$ cat config.mk
export PLATFORM = sky130hd
export DESIGN_NAME = priority_bitmap_task_scheduler_core
export DESIGN_NICKNAME = d
export VERILOG_FILES = /design/src/design/pbts_pkg.sv /design/src/design/pbts_task_ram.sv /design/src/design/priority_bitmap_task_scheduler_core.sv
export SDC_FILE = /design/constraint.sdc
export NUM_CORES = 2
export LEC_CHECK = 0
export BUFFER_PORTS_ARGS = -buffer_cell sky130_fd_sc_hd__buf_2
export CORE_MARGIN = 4
export CORE_UTILIZATION = 60
export DETAILED_ROUTE_END_ITERATION = 8
export PLACE_DENSITY = 0.77
export SETUP_SLACK_MARGIN = 0.4
export SYNTH_ARGS = -nofsm -noshare
export SYNTH_HDL_FRONTEND = slang
export SYNTH_SLANG_ARGS = --single-unit
$ cat constraint.sdc
create_clock -name clock -period 10.9 [get_ports clock]
set_clock_uncertainty 0.2 [all_clocks]
set_input_delay 1.09 -clock clock [delete_from_list [all_inputs] [get_ports clock]]
set_output_delay 1.09 -clock clock [all_outputs]
set_load 0.01 [all_outputs]
$ cat src/design/pbts_pkg.sv
// ----------------------------------------------------------------------------
// pbts_pkg
// Shared types, codes and constants of the bitmap priority task scheduler.
// ----------------------------------------------------------------------------
package pbts_pkg;

   localparam int DEF_MAX_TASKS      = 16;
   localparam int DEF_NUM_PRIORITIES = 32;
   localparam logic [7:0] LOCK_MAX   = 8'd255;

   // request codes
   typedef enum logic [2:0] {
      REQ_CREATE = 3'd0,
      REQ_SET    = 3'd1,
      REQ_SLEEP  = 3'd2,
      REQ_TICK   = 3'd3,
      REQ_YIELD  = 3'd4,
      REQ_LOCK   = 3'd5,
      REQ_UNLOCK = 3'd6,
      REQ_NONE   = 3'd7
   } req_code_type;

   // target state codes of a set state request
   localparam logic [1:0] NST_READY     = 2'd0;
   localparam logic [1:0] NST_BLOCKED   = 2'd1;
   localparam logic [1:0] NST_SUSPENDED = 2'd2;

   // task modes as held in the task table
   typedef enum logic [1:0] {
      MODE_DORMANT   = 2'd0,
      MODE_READY     = 2'd1,
      MODE_BLOCKED   = 2'd2,
      MODE_SUSPENDED = 2'd3
   } mode_type;

   // link field touched by a read-modify-write of another task's entry
   typedef enum logic [1:0] {
      OTH_RNEXT = 2'd0,
      OTH_RPREV = 2'd1,
      OTH_BNEXT = 2'd2
   } oth_kind_type;

   typedef enum logic [4:0] {
      S_IDLE, S_DISPATCH, S_SM0, S_SM1, S_WB,
      S_RR0, S_RR1, S_RR2, S_RI0,
      S_BR1, S_BR2, S_TK1, S_TK2,
      S_OTRD, S_OTMOD, S_PICK, S_DONE
   } fsm_state_type;

   typedef struct packed {
      logic [2:0]  req_type;
      logic [3:0]  task_id;
      logic [4:0]  priority_req;
      logic [1:0]  target_state;
      logic [31:0] sleep_ticks;
   } req_word_type;

   typedef struct packed {
      logic [3:0]  run_task;
      logic        current_valid;
      logic        switched;
      logic [31:0] tick_count;
      logic [31:0] ready_mask;
      logic        locked;
   } rsp_word_type;

endpackage

$ cat src/design/pbts_task_ram.sv
// ----------------------------------------------------------------------------
// pbts_task_ram
// Per-task table: one write and one registered read per cycle, with a
// written flag per entry so that unwritten entries can read as reset values.
// ----------------------------------------------------------------------------
module pbts_task_ram #(
   parameter int DEPTH = 16,
   parameter int AW    = 4,
   parameter int DW    = 48
) (
   input  logic          clock,
   input  logic          reset,
   input  logic          wr_en,
   input  logic [AW-1:0] wr_addr,
   input  logic [DW-1:0] wr_data,
   input  logic          rd_en,
   input  logic [AW-1:0] rd_addr,
   output logic [DW-1:0] rd_data,
   output logic          rd_written
);

   logic [DW-1:0]    mem [DEPTH];
   logic [DEPTH-1:0] written_ff;
   logic [DW-1:0]    rd_data_ff;
   logic             rd_written_ff;

   // storage and registered read
   always_ff @(posedge clock) begin
      if (wr_en) begin
         mem[wr_addr] <= wr_data;
      end
      if (rd_en) begin
         rd_data_ff <= mem[rd_addr];
      end
   end

   // written flags, cleared by reset
   always_ff @(posedge clock) begin
      if (reset) begin
         written_ff    <= '0;
         rd_written_ff <= 1'b0;
      end else begin
         if (wr_en) begin
            written_ff[wr_addr] <= 1'b1;
         end
         if (rd_en) begin
            rd_written_ff <= written_ff[rd_addr];
         end
      end
   end

   assign rd_data    = rd_data_ff;
   assign rd_written = rd_written_ff;

endmodule

$ cat src/design/priority_bitmap_task_scheduler_core.sv
// ----------------------------------------------------------------------------
// priority_bitmap_task_scheduler_core
// Bitmap priority task scheduler around a per-task table memory.
//
// Usage: a request word enters on req_valid/req_ready; each request yields
// exactly one response word on rsp_valid/rsp_ready carrying the current task,
// tick counter, ready bitmap and lock flag after that request.
// One request is worked on at a time by a sequencer that reads, modifies and
// writes back task entries through a registered table read. Set state walks
// the blocked list when the task leaves blocked; a tick walks the whole
// blocked list and relinks each task it wakes, so the blocked-list walk sets
// the worst case.
// The response sits in an output register: while the receiver stalls the
// next request is still taken and worked on, and waits only to present its
// own word. Reset makes task 0 ready at priority 0, no task current, counter
// and lock depth zero; the first request is taken the cycle after reset.
// ----------------------------------------------------------------------------
module priority_bitmap_task_scheduler_core
   import pbts_pkg::*;
#(
   parameter int MAX_TASKS      = DEF_MAX_TASKS,
   parameter int NUM_PRIORITIES = DEF_NUM_PRIORITIES
) (
   input  logic         clock,
   input  logic         reset,
   input  logic         req_valid,
   output logic         req_ready,
   input  req_word_type req_word,
   output logic         rsp_valid,
   input  logic         rsp_ready,
   output rsp_word_type rsp_word
);

   localparam int TW = $clog2(MAX_TASKS);
   localparam int LW = TW + 1;
   localparam int PW = (NUM_PRIORITIES > 1) ? $clog2(NUM_PRIORITIES) : 1;
   localparam logic [LW-1:0] NULL_LINK = {1'b1, {TW{1'b0}}};

   typedef struct packed {
      logic [4:0]    prio;
      mode_type      mode;
      logic [31:0]   wake;
      logic [LW-1:0] rnext;
      logic [LW-1:0] rprev;
      logic [LW-1:0] bnext;
   } ent_type;

   localparam int EW = $bits(ent_type);

   function automatic logic [PW-1:0] top_prio(input logic [NUM_PRIORITIES-1:0] b);
      logic [PW-1:0] r;
      r = '0;
      for (int i = 0; i < NUM_PRIORITIES; i++) begin
         if (b[i]) begin
            r = PW'(i);
         end
      end
      return r;
   endfunction

   fsm_state_type state_ff, state_in, cont_ff, cont_in, ret_ff, ret_in;
   req_word_type  req_ff, req_in;
   ent_type       tent_ff, tent_in, ent_rd, ram_rd;
   logic [TW-1:0] tent_addr_ff, tent_addr_in;
   mode_type      mode_tgt_ff, mode_tgt_in;
   logic [TW-1:0] oth_addr_ff, oth_addr_in;
   oth_kind_type  oth_kind_ff, oth_kind_in;
   logic [LW-1:0] oth_val_ff, oth_val_in;
   logic [LW-1:0] wcur_ff, wcur_in, wprev_ff, wprev_in;
   logic [LW-1:0] bhead_ff, bhead_in, running_ff, running_in, before_ff, before_in;
   logic [31:0]   tick_ff, tick_in;
   logic [7:0]    lock_ff, lock_in;
   logic [NUM_PRIORITIES-1:0] rbits_ff, rbits_in;
   logic [LW-1:0] heads_ff [NUM_PRIORITIES];
   rsp_word_type  rsp_ff, rsp_in;
   logic          rsp_valid_ff, rsp_valid_in;
   logic          rd_zero_ff;

   logic          rd_en, wr_en, head_we, rd_written;
   logic [TW-1:0] rd_addr, wr_addr;
   ent_type       wr_data, oth_ent;
   logic [PW-1:0] head_wa, pidx, hi_p;
   logic [LW-1:0] head_wd, hlink;
   logic          tid_ok;
   mode_type      set_tgt;
   logic [4:0]    prio_sat;
   logic [EW-1:0] ram_rd_bits;

   pbts_task_ram #(
      .DEPTH (MAX_TASKS),
      .AW    (TW),
      .DW    (EW)
   ) u_ram (
      .clock      (clock),
      .reset      (reset),
      .wr_en      (wr_en),
      .wr_addr    (wr_addr),
      .wr_data    (wr_data),
      .rd_en      (rd_en),
      .rd_addr    (rd_addr),
      .rd_data    (ram_rd_bits),
      .rd_written (rd_written)
   );

   assign ram_rd = ent_type'(ram_rd_bits);

   // entries never written read as their reset value
   always_comb begin
      ent_rd = ram_rd;
      if (!rd_written) begin
         ent_rd.prio  = 5'd0;
         ent_rd.mode  = rd_zero_ff ? MODE_READY : MODE_DORMANT;
         ent_rd.wake  = 32'd0;
         ent_rd.rnext = NULL_LINK;
         ent_rd.rprev = NULL_LINK;
         ent_rd.bnext = NULL_LINK;
      end
   end

   // request decode helpers
   assign tid_ok   = 32'(req_ff.task_id) < 32'(MAX_TASKS);
   assign prio_sat = (32'(req_ff.priority_req) >= 32'(NUM_PRIORITIES)) ?
                     5'(NUM_PRIORITIES - 1) : req_ff.priority_req;
   assign pidx     = PW'(tent_ff.prio);
   assign hi_p     = top_prio(rbits_ff);

   always_comb begin
      case (req_ff.target_state)
         NST_READY:     set_tgt = MODE_READY;
         NST_BLOCKED:   set_tgt = MODE_BLOCKED;
         NST_SUSPENDED: set_tgt = MODE_SUSPENDED;
         default:       set_tgt = MODE_DORMANT;
      endcase
   end

   // modified copy of another task's entry
   always_comb begin
      oth_ent = ent_rd;
      case (oth_kind_ff)
         OTH_RNEXT: oth_ent.rnext = oth_val_ff;
         OTH_RPREV: oth_ent.rprev = oth_val_ff;
         OTH_BNEXT: oth_ent.bnext = oth_val_ff;
         default:   oth_ent = ent_rd;
      endcase
   end

   // sequencer: next state and datapath
   always_comb begin
      state_in     = state_ff;
      cont_in      = cont_ff;
      ret_in       = ret_ff;
      req_in       = req_ff;
      tent_in      = tent_ff;
      tent_addr_in = tent_addr_ff;
      mode_tgt_in  = mode_tgt_ff;
      oth_addr_in  = oth_addr_ff;
      oth_kind_in  = oth_kind_ff;
      oth_val_in   = oth_val_ff;
      wcur_in      = wcur_ff;
      wprev_in     = wprev_ff;
      bhead_in     = bhead_ff;
      running_in   = running_ff;
      before_in    = before_ff;
      tick_in      = tick_ff;
      lock_in      = lock_ff;
      rbits_in     = rbits_ff;
      rsp_in       = rsp_ff;
      rsp_valid_in = rsp_valid_ff;
      req_ready    = 1'b0;
      rd_en        = 1'b0;
      rd_addr      = '0;
      wr_en        = 1'b0;
      wr_addr      = tent_addr_ff;
      wr_data      = tent_ff;
      head_we      = 1'b0;
      head_wa      = pidx;
      head_wd      = NULL_LINK;
      hlink        = heads_ff[pidx];

      if (rsp_valid_ff && rsp_ready) begin
         rsp_valid_in = 1'b0;
      end

      case (state_ff)
         S_IDLE: begin
            req_ready = 1'b1;
            if (req_valid) begin
               req_in    = req_word;
               before_in = running_ff;
               rd_en     = 1'b1;
               rd_addr   = (req_word.req_type == REQ_SLEEP) ? running_ff[TW-1:0] :
                           TW'(req_word.task_id);
               tent_addr_in = rd_addr;
               state_in  = S_DISPATCH;
            end
         end
         S_DISPATCH: begin
            tent_in  = ent_rd;
            state_in = S_DONE;
            case (req_code_type'(req_ff.req_type))
               REQ_CREATE: begin
                  if (tid_ok && ent_rd.mode == MODE_DORMANT) begin
                     tent_in.prio = prio_sat;
                     tent_in.mode = MODE_READY;
                     cont_in      = S_DONE;
                     state_in     = S_RI0;
                  end
               end
               REQ_SET: begin
                  if (tid_ok && set_tgt != MODE_DORMANT && ent_rd.mode != MODE_DORMANT
                      && ent_rd.mode != set_tgt) begin
                     mode_tgt_in = set_tgt;
                     cont_in     = S_DONE;
                     state_in    = S_SM0;
                  end
               end
               REQ_SLEEP: begin
                  if (!running_ff[TW] && req_ff.sleep_ticks != 32'd0 &&
                      ent_rd.mode == MODE_READY) begin
                     tent_in.wake  = tick_ff + req_ff.sleep_ticks;
                     tent_in.bnext = bhead_ff;
                     bhead_in      = {1'b0, tent_addr_ff};
                     mode_tgt_in   = MODE_BLOCKED;
                     cont_in       = S_PICK;
                     state_in      = S_SM0;
                  end
               end
               REQ_TICK: begin
                  tick_in  = tick_ff + 32'd1;
                  wcur_in  = bhead_ff;
                  wprev_in = NULL_LINK;
                  state_in = S_TK1;
               end
               REQ_YIELD: state_in = S_PICK;
               REQ_LOCK: begin
                  if (lock_ff != LOCK_MAX) begin
                     lock_in = lock_ff + 8'd1;
                  end
               end
               REQ_UNLOCK: begin
                  if (lock_ff != 8'd0) begin
                     lock_in = lock_ff - 8'd1;
                  end
               end
               default: state_in = S_DONE;
            endcase
         end
         // leave the old mode
         S_SM0: begin
            if (tent_ff.mode == MODE_READY) begin
               state_in = S_RR0;
            end else if (tent_ff.mode == MODE_BLOCKED) begin
               wcur_in  = bhead_ff;
               wprev_in = NULL_LINK;
               state_in = S_BR1;
            end else begin
               state_in = S_SM1;
            end
         end
         // enter the new mode
         S_SM1: begin
            tent_in.mode = mode_tgt_ff;
            state_in     = (mode_tgt_ff == MODE_READY) ? S_RI0 : S_WB;
         end
         S_WB: begin
            wr_en    = 1'b1;
            state_in = cont_ff;
         end
         // ready list unlink: predecessor side
         S_RR0: begin
            if (!tent_ff.rprev[TW]) begin
               oth_addr_in = tent_ff.rprev[TW-1:0];
               oth_kind_in = OTH_RNEXT;
               oth_val_in  = tent_ff.rnext;
               ret_in      = S_RR1;
               state_in    = S_OTRD;
            end else begin
               head_we = 1'b1;
               head_wd = tent_ff.rnext;
               if (tent_ff.rnext[TW]) begin
                  rbits_in[pidx] = 1'b0;
               end
               state_in = S_RR1;
            end
         end
         // ready list unlink: successor side
         S_RR1: begin
            if (!tent_ff.rnext[TW]) begin
               oth_addr_in = tent_ff.rnext[TW-1:0];
               oth_kind_in = OTH_RPREV;
               oth_val_in  = tent_ff.rprev;
               ret_in      = S_RR2;
               state_in    = S_OTRD;
            end else begin
               state_in = S_RR2;
            end
         end
         S_RR2: begin
            tent_in.rnext = NULL_LINK;
            tent_in.rprev = NULL_LINK;
            state_in      = S_SM1;
         end
         // ready list insert at head
         S_RI0: begin
            tent_in.rnext  = hlink;
            tent_in.rprev  = NULL_LINK;
            head_we        = 1'b1;
            head_wd        = {1'b0, tent_addr_ff};
            rbits_in[pidx] = 1'b1;
            if (!hlink[TW]) begin
               oth_addr_in = hlink[TW-1:0];
               oth_kind_in = OTH_RPREV;
               oth_val_in  = {1'b0, tent_addr_ff};
               ret_in      = S_WB;
               state_in    = S_OTRD;
            end else begin
               state_in = S_WB;
            end
         end
         // blocked list search and unlink
         S_BR1: begin
            if (wcur_ff[TW]) begin
               state_in = S_SM1;
            end else if (wcur_ff[TW-1:0] == tent_addr_ff) begin
               tent_in.bnext = NULL_LINK;
               if (!wprev_ff[TW]) begin
                  oth_addr_in = wprev_ff[TW-1:0];
                  oth_kind_in = OTH_BNEXT;
                  oth_val_in  = tent_ff.bnext;
                  ret_in      = S_SM1;
                  state_in    = S_OTRD;
               end else begin
                  bhead_in = tent_ff.bnext;
                  state_in = S_SM1;
               end
            end else begin
               rd_en    = 1'b1;
               rd_addr  = wcur_ff[TW-1:0];
               state_in = S_BR2;
            end
         end
         S_BR2: begin
            wprev_in = wcur_ff;
            wcur_in  = ent_rd.bnext;
            state_in = S_BR1;
         end
         // tick walk over the blocked list
         S_TK1: begin
            if (wcur_ff[TW]) begin
               state_in = (lock_ff == 8'd0) ? S_PICK : S_DONE;
            end else begin
               rd_en    = 1'b1;
               rd_addr  = wcur_ff[TW-1:0];
               state_in = S_TK2;
            end
         end
         S_TK2: begin
            wcur_in = ent_rd.bnext;
            if (tick_ff >= ent_rd.wake) begin
               tent_in       = ent_rd;
               tent_in.bnext = NULL_LINK;
               tent_in.mode  = MODE_READY;
               tent_addr_in  = wcur_ff[TW-1:0];
               cont_in       = S_TK1;
               if (!wprev_ff[TW]) begin
                  oth_addr_in = wprev_ff[TW-1:0];
                  oth_kind_in = OTH_BNEXT;
                  oth_val_in  = ent_rd.bnext;
                  ret_in      = S_RI0;
                  state_in    = S_OTRD;
               end else begin
                  bhead_in = ent_rd.bnext;
                  state_in = S_RI0;
               end
            end else begin
               wprev_in = wcur_ff;
               state_in = S_TK1;
            end
         end
         // read-modify-write of another entry
         S_OTRD: begin
            rd_en    = 1'b1;
            rd_addr  = oth_addr_ff;
            state_in = S_OTMOD;
         end
         S_OTMOD: begin
            wr_en    = 1'b1;
            wr_addr  = oth_addr_ff;
            wr_data  = oth_ent;
            state_in = ret_ff;
         end
         // head of highest ready priority becomes current
         S_PICK: begin
            if (rbits_ff != '0 && heads_ff[hi_p] != running_ff) begin
               running_in = heads_ff[hi_p];
            end
            state_in = S_DONE;
         end
         S_DONE: begin
            if (!rsp_valid_ff || rsp_ready) begin
               rsp_in.current_valid = !running_ff[TW];
               rsp_in.run_task      = running_ff[TW] ? 4'd0 : 4'(running_ff[TW-1:0]);
               rsp_in.switched      = running_ff != before_ff;
               rsp_in.tick_count    = tick_ff;
               rsp_in.ready_mask    = 32'(rbits_ff);
               rsp_in.locked        = lock_ff != 8'd0;
               rsp_valid_in         = 1'b1;
               state_in             = S_IDLE;
            end
         end
         default: state_in = S_IDLE;
      endcase
   end

   // control registers
   always_ff @(posedge clock) begin
      if (reset) begin
         state_ff     <= S_IDLE;
         bhead_ff     <= NULL_LINK;
         running_ff   <= NULL_LINK;
         tick_ff      <= 32'd0;
         lock_ff      <= 8'd0;
         rbits_ff     <= NUM_PRIORITIES'(1);
         rsp_valid_ff <= 1'b0;
         for (int i = 0; i < NUM_PRIORITIES; i++) begin
            heads_ff[i] <= (i == 0) ? '0 : NULL_LINK;
         end
      end else begin
         state_ff     <= state_in;
         bhead_ff     <= bhead_in;
         running_ff   <= running_in;
         tick_ff      <= tick_in;
         lock_ff      <= lock_in;
         rbits_ff     <= rbits_in;
         rsp_valid_ff <= rsp_valid_in;
         if (head_we) begin
            heads_ff[head_wa] <= head_wd;
         end
      end
   end

   // working registers
   always_ff @(posedge clock) begin
      cont_ff      <= cont_in;
      ret_ff       <= ret_in;
      req_ff       <= req_in;
      tent_ff      <= tent_in;
      tent_addr_ff <= tent_addr_in;
      mode_tgt_ff  <= mode_tgt_in;
      oth_addr_ff  <= oth_addr_in;
      oth_kind_ff  <= oth_kind_in;
      oth_val_ff   <= oth_val_in;
      wcur_ff      <= wcur_in;
      wprev_ff     <= wprev_in;
      before_ff    <= before_in;
      rsp_ff       <= rsp_in;
      rd_zero_ff   <= (rd_addr == '0);
   end

   assign rsp_valid = rsp_valid_ff;
   assign rsp_word  = rsp_ff;

   // the sequencer never reads an entry in the cycle it writes it
   a_no_rw_clash: assert property (@(posedge clock) disable iff (reset)
      (wr_en && rd_en) |-> (wr_addr != rd_addr))
      else $error("task table read and write collide");

   // a current task always lies inside the table
   a_running_range: assert property (@(posedge clock) disable iff (reset)
      !running_ff[TW] |-> (32'(running_ff[TW-1:0]) < 32'(MAX_TASKS)))
      else $error("current task out of range");

   // an accepted word starts work at once
   a_busy_after_accept: assert property (@(posedge clock) disable iff (reset)
      (req_valid && req_ready) |=> (state_ff == S_DISPATCH))
      else $error("accepted word not dispatched");

endmodule

==> run_results.csv <==
group,metric,value,unit
hold_path,worstHoldStart,"u_ram.written_ff[5]$_SDFFE_PP0N_",
synthesis,synth_nets,5169,
finish,final_cell_mix,"1284 x edfxtp_1, 1148 x nand2_1, 514 x nand3_1",
route,vias_per_cell,6.41,
synthesis,synth-async-reset-ratio,0,
die,rows,116,
hold_path,min_to,"u_ram.written_ff[5]$_SDFFE_PP0N_",
synthesis,ys.flop_type,"edfxtp_1",
finish,fin_cells,6570,
die,start_util,0.606,
power,peakVddDrop,222,uV
timing,finalCritPeriodShare,0.473,
power,leakagePower,23.5,nW
finish,fin_util,0.673,
grt,antenna_found_initial,0,
timing,min_period,5.16,ns
route,routed_wl,158000,microns
timing,clock.fmax,194,MHz
setup_path,crit_arrival,5.53,ns
route,drtAntennaViolNets,0,
finish,final_net_count,5232,
place,numPortBuffers,122,
power,power.density,235,nW/um^2
finish,design_area,67500,sq um
timing,slew_violations,0,
cts,clock_sink_count,1395,
die,die-area,107000,sq um
grt,grt-ovfl-total,0,
grt,grt_first_pass_wirelength,238000,microns
route,wire_per_inst,24.1,microns
grt,track_usage,0.290,
timing,hold_ws,0.268,ns
cts,cts-buffers-inserted,137,
setup_path,setup.worst_path.class,"reg -> reg",
die,coreArea,100000,sq um
cts,ctsResizeCount,0,
synthesis,syn_area,60800,sq um
cts,htreeDepth,4,
synthesis,synth_cell_types,76,
synthesis,synthCells,5041,
synthesis,yosysSeqAreaShare,0.671,
place,place_area,63000,sq um
grt,grt_max_degree,197,
cts,clk_latency,0.75,ns
setup_path,end_kind,"register",
place,gp_congestion,0.906,
cts,hold_buffers,0,
setup_path,timing.rr.end,"u_ram.rd_data[13]$_DFFE_PP_",
synthesis,yosys.area.top_type,"edfxtp_1",
route,drc,0,
synthesis,postSynthAreaPerCell,12.1,sq um
hold_path,hp-class,"reg -> reg",
status,status,"complete, no violations",
setup_path,crit_path_top_delay_cell,"a221o_4",
setup_path,cp_slowest_stage_delay,0.85,ns
setup_path,crit_fanout,186,
setup_path,cp.required,11.27,ns
cts,cts_buffer_depth,3,
setup_path,reg2reg_slack,5.74,ns
grt,grt_pass1_vias,40000,
finish,n_antenna_cell,0,
synthesis,ys_seq_elements,1395,
setup_path,worstReg2RegStart,"state_ff[3]$_SDFFE_PP0P_",
timing,rsz0062_at_grt,"false",
place,dp_slack,5.59,ns
power,total_power,15.9,mW
finish,nFillCells,6884,
timing,setup_viol,0,
synthesis,synth.top_cells.by_area,"edfxtp_1 63%, nand2_1 7.1%, nand3_1 4.2%",
die,die_w,326,microns
place,dp_cells,6322,
place,hpwl,91100,microns
finish,drive_gt1_frac,0.112,
cts,clk_pin_slew,0.06,ns
setup_path,crit_path_frequent_cell,"a311oi_1",
timing,tightestPinTransition,1.32,ns
synthesis,synth-edff-count,1284,
timing,fin_ws,5.74,ns
cts,cts_setup_buffers,0,
finish,synthToLayoutAreaGrowth,11.0,%
job,cap_violations,0,
die,ios,123,
finish,multi_input_area,18700,sq um
synthesis,synth_top_area_share,0.634,
setup_path,worstPathCellList,"nand3b_1, or3_1, o21ai_2, and2_1, a221o_4, buf_12, nand2_1, and3_1, a311oi_1, a311oi_1, a31oi_1",
finish,regArea,40800,sq um
hold_path,hold_path_depth,2,
route,drtPass1Iterations,6,
finish,final_common_cell,"edfxtp_1",
route,vias,42100,
timing,hold_viol_final,0,
die,die_y,326,microns
cts,cts_tree,"yes",
route,drtIter0Drc,6027,
timing,relSlewSlack,0.117,
cts,cts_root_buf,"clkbuf_16",
setup_path,start_kind,"register",
synthesis,ys_warn_count,0,
timing,setup_tns,0,ns
setup_path,reg2regPathDepth,11,
[state kept, by name (all words and copies together) (netlist names), 8 cells and up, named ones only]
signal,flops
rsp_word,71
req_ff,37
tick_ff,32
tent_ff,49
lock_ff,8
heads_ff,160
u_ram.written_ff,16
u_ram.mem,864
u_ram.rd_data,54
[cell families after synthesis]
logic type | synth area share
fa+ha+maj | 0.0163
compound gates | 0.0743
mux | 0.0387
buf+inv | 0.0281
flops | 0.671
xor+xnor | 0.00965
simple gates | 0.162
[cells in the mapped netlist, types with 25 or more instances]
cell type  instances
ha_1              76
buf_2             93
a21oi_1          139
xnor2_1           28
a211oi_1          57
nor2b_1           32
inv_1             65
dfxtp_1          111
mux4_2            55
a311oi_1         117
a31oi_1           79
nand2_1         1148
nor2_1           331
and3_1            68
edfxtp_1        1284
mux2i_1           98
nand2b_1          27
xor2_1            39
clkbuf_1         183
nand3_1          516
nor3_1            30
o21ai_0          153
nand4_1           25
[how the worst max path moves through the flow]
| stage | depth (start not counted) | slack (ns) | startpoint | end |
|---|---|---|---|---|
| 3_3_place_gp | 13 | 5.84 | req_word[43] | u_ram.rd_data[34]$_DFFE_PP_ |
| 2_1_floorplan | 13 | 5.77 | u_ram.rd_written$_SDFFE_PP0P_ | tent_ff[10]$_DFFE_PP_ |
| 6_report | 11 | 5.74 | state_ff[3]$_SDFFE_PP0P_ | u_ram.rd_data[13]$_DFFE_PP_ |
| 4_1_cts | 10 | 5.90 | state_ff[3]$_SDFFE_PP0P_ | u_ram.rd_data[2]$_DFFE_PP_ |
| 3_5_place_dp | 13 | 5.59 | req_word[43] | u_ram.rd_data[15]$_DFFE_PP_ |
| 5_1_grt | 11 | 5.49 | state_ff[3]$_SDFFE_PP0P_ | u_ram.rd_data[13]$_DFFE_PP_ |
[area by class of cell]
type,count,share of cell area
flip-flops and latches,1395,0.604
inverters,66,0.00367
repair buffers,245,0.0235
well taps,1357,0.0252
clock buffers,173,0.0562
clock inverters,75,0.0108
multi-input cells,3259,0.276
[metal layers]
layer | wire length (microns) | track usage
met1 | 60300 | 0.415
met4 | 5430 | 0.103
met2 | 72700 | 0.448
met5 | 0 | 0
met3 | 19800 | 0.0607
[worst max-delay path: cells and delay by family, from the launching register on]
kind	cells	cell delay (ns)
AOI/OAI and AO/OA	5	1.67
and+or+nand+nor	5	1.52
DFF	1	0.73
buffers and inverters	1	0.64
[report_power, final]
part / switching [mW] / internal (mW)
registers: 0.469 / 6.82
clock network: 1.99 / 2.76
logic: 2.67 / 1.18
Power figures use the tool's default switching activity.
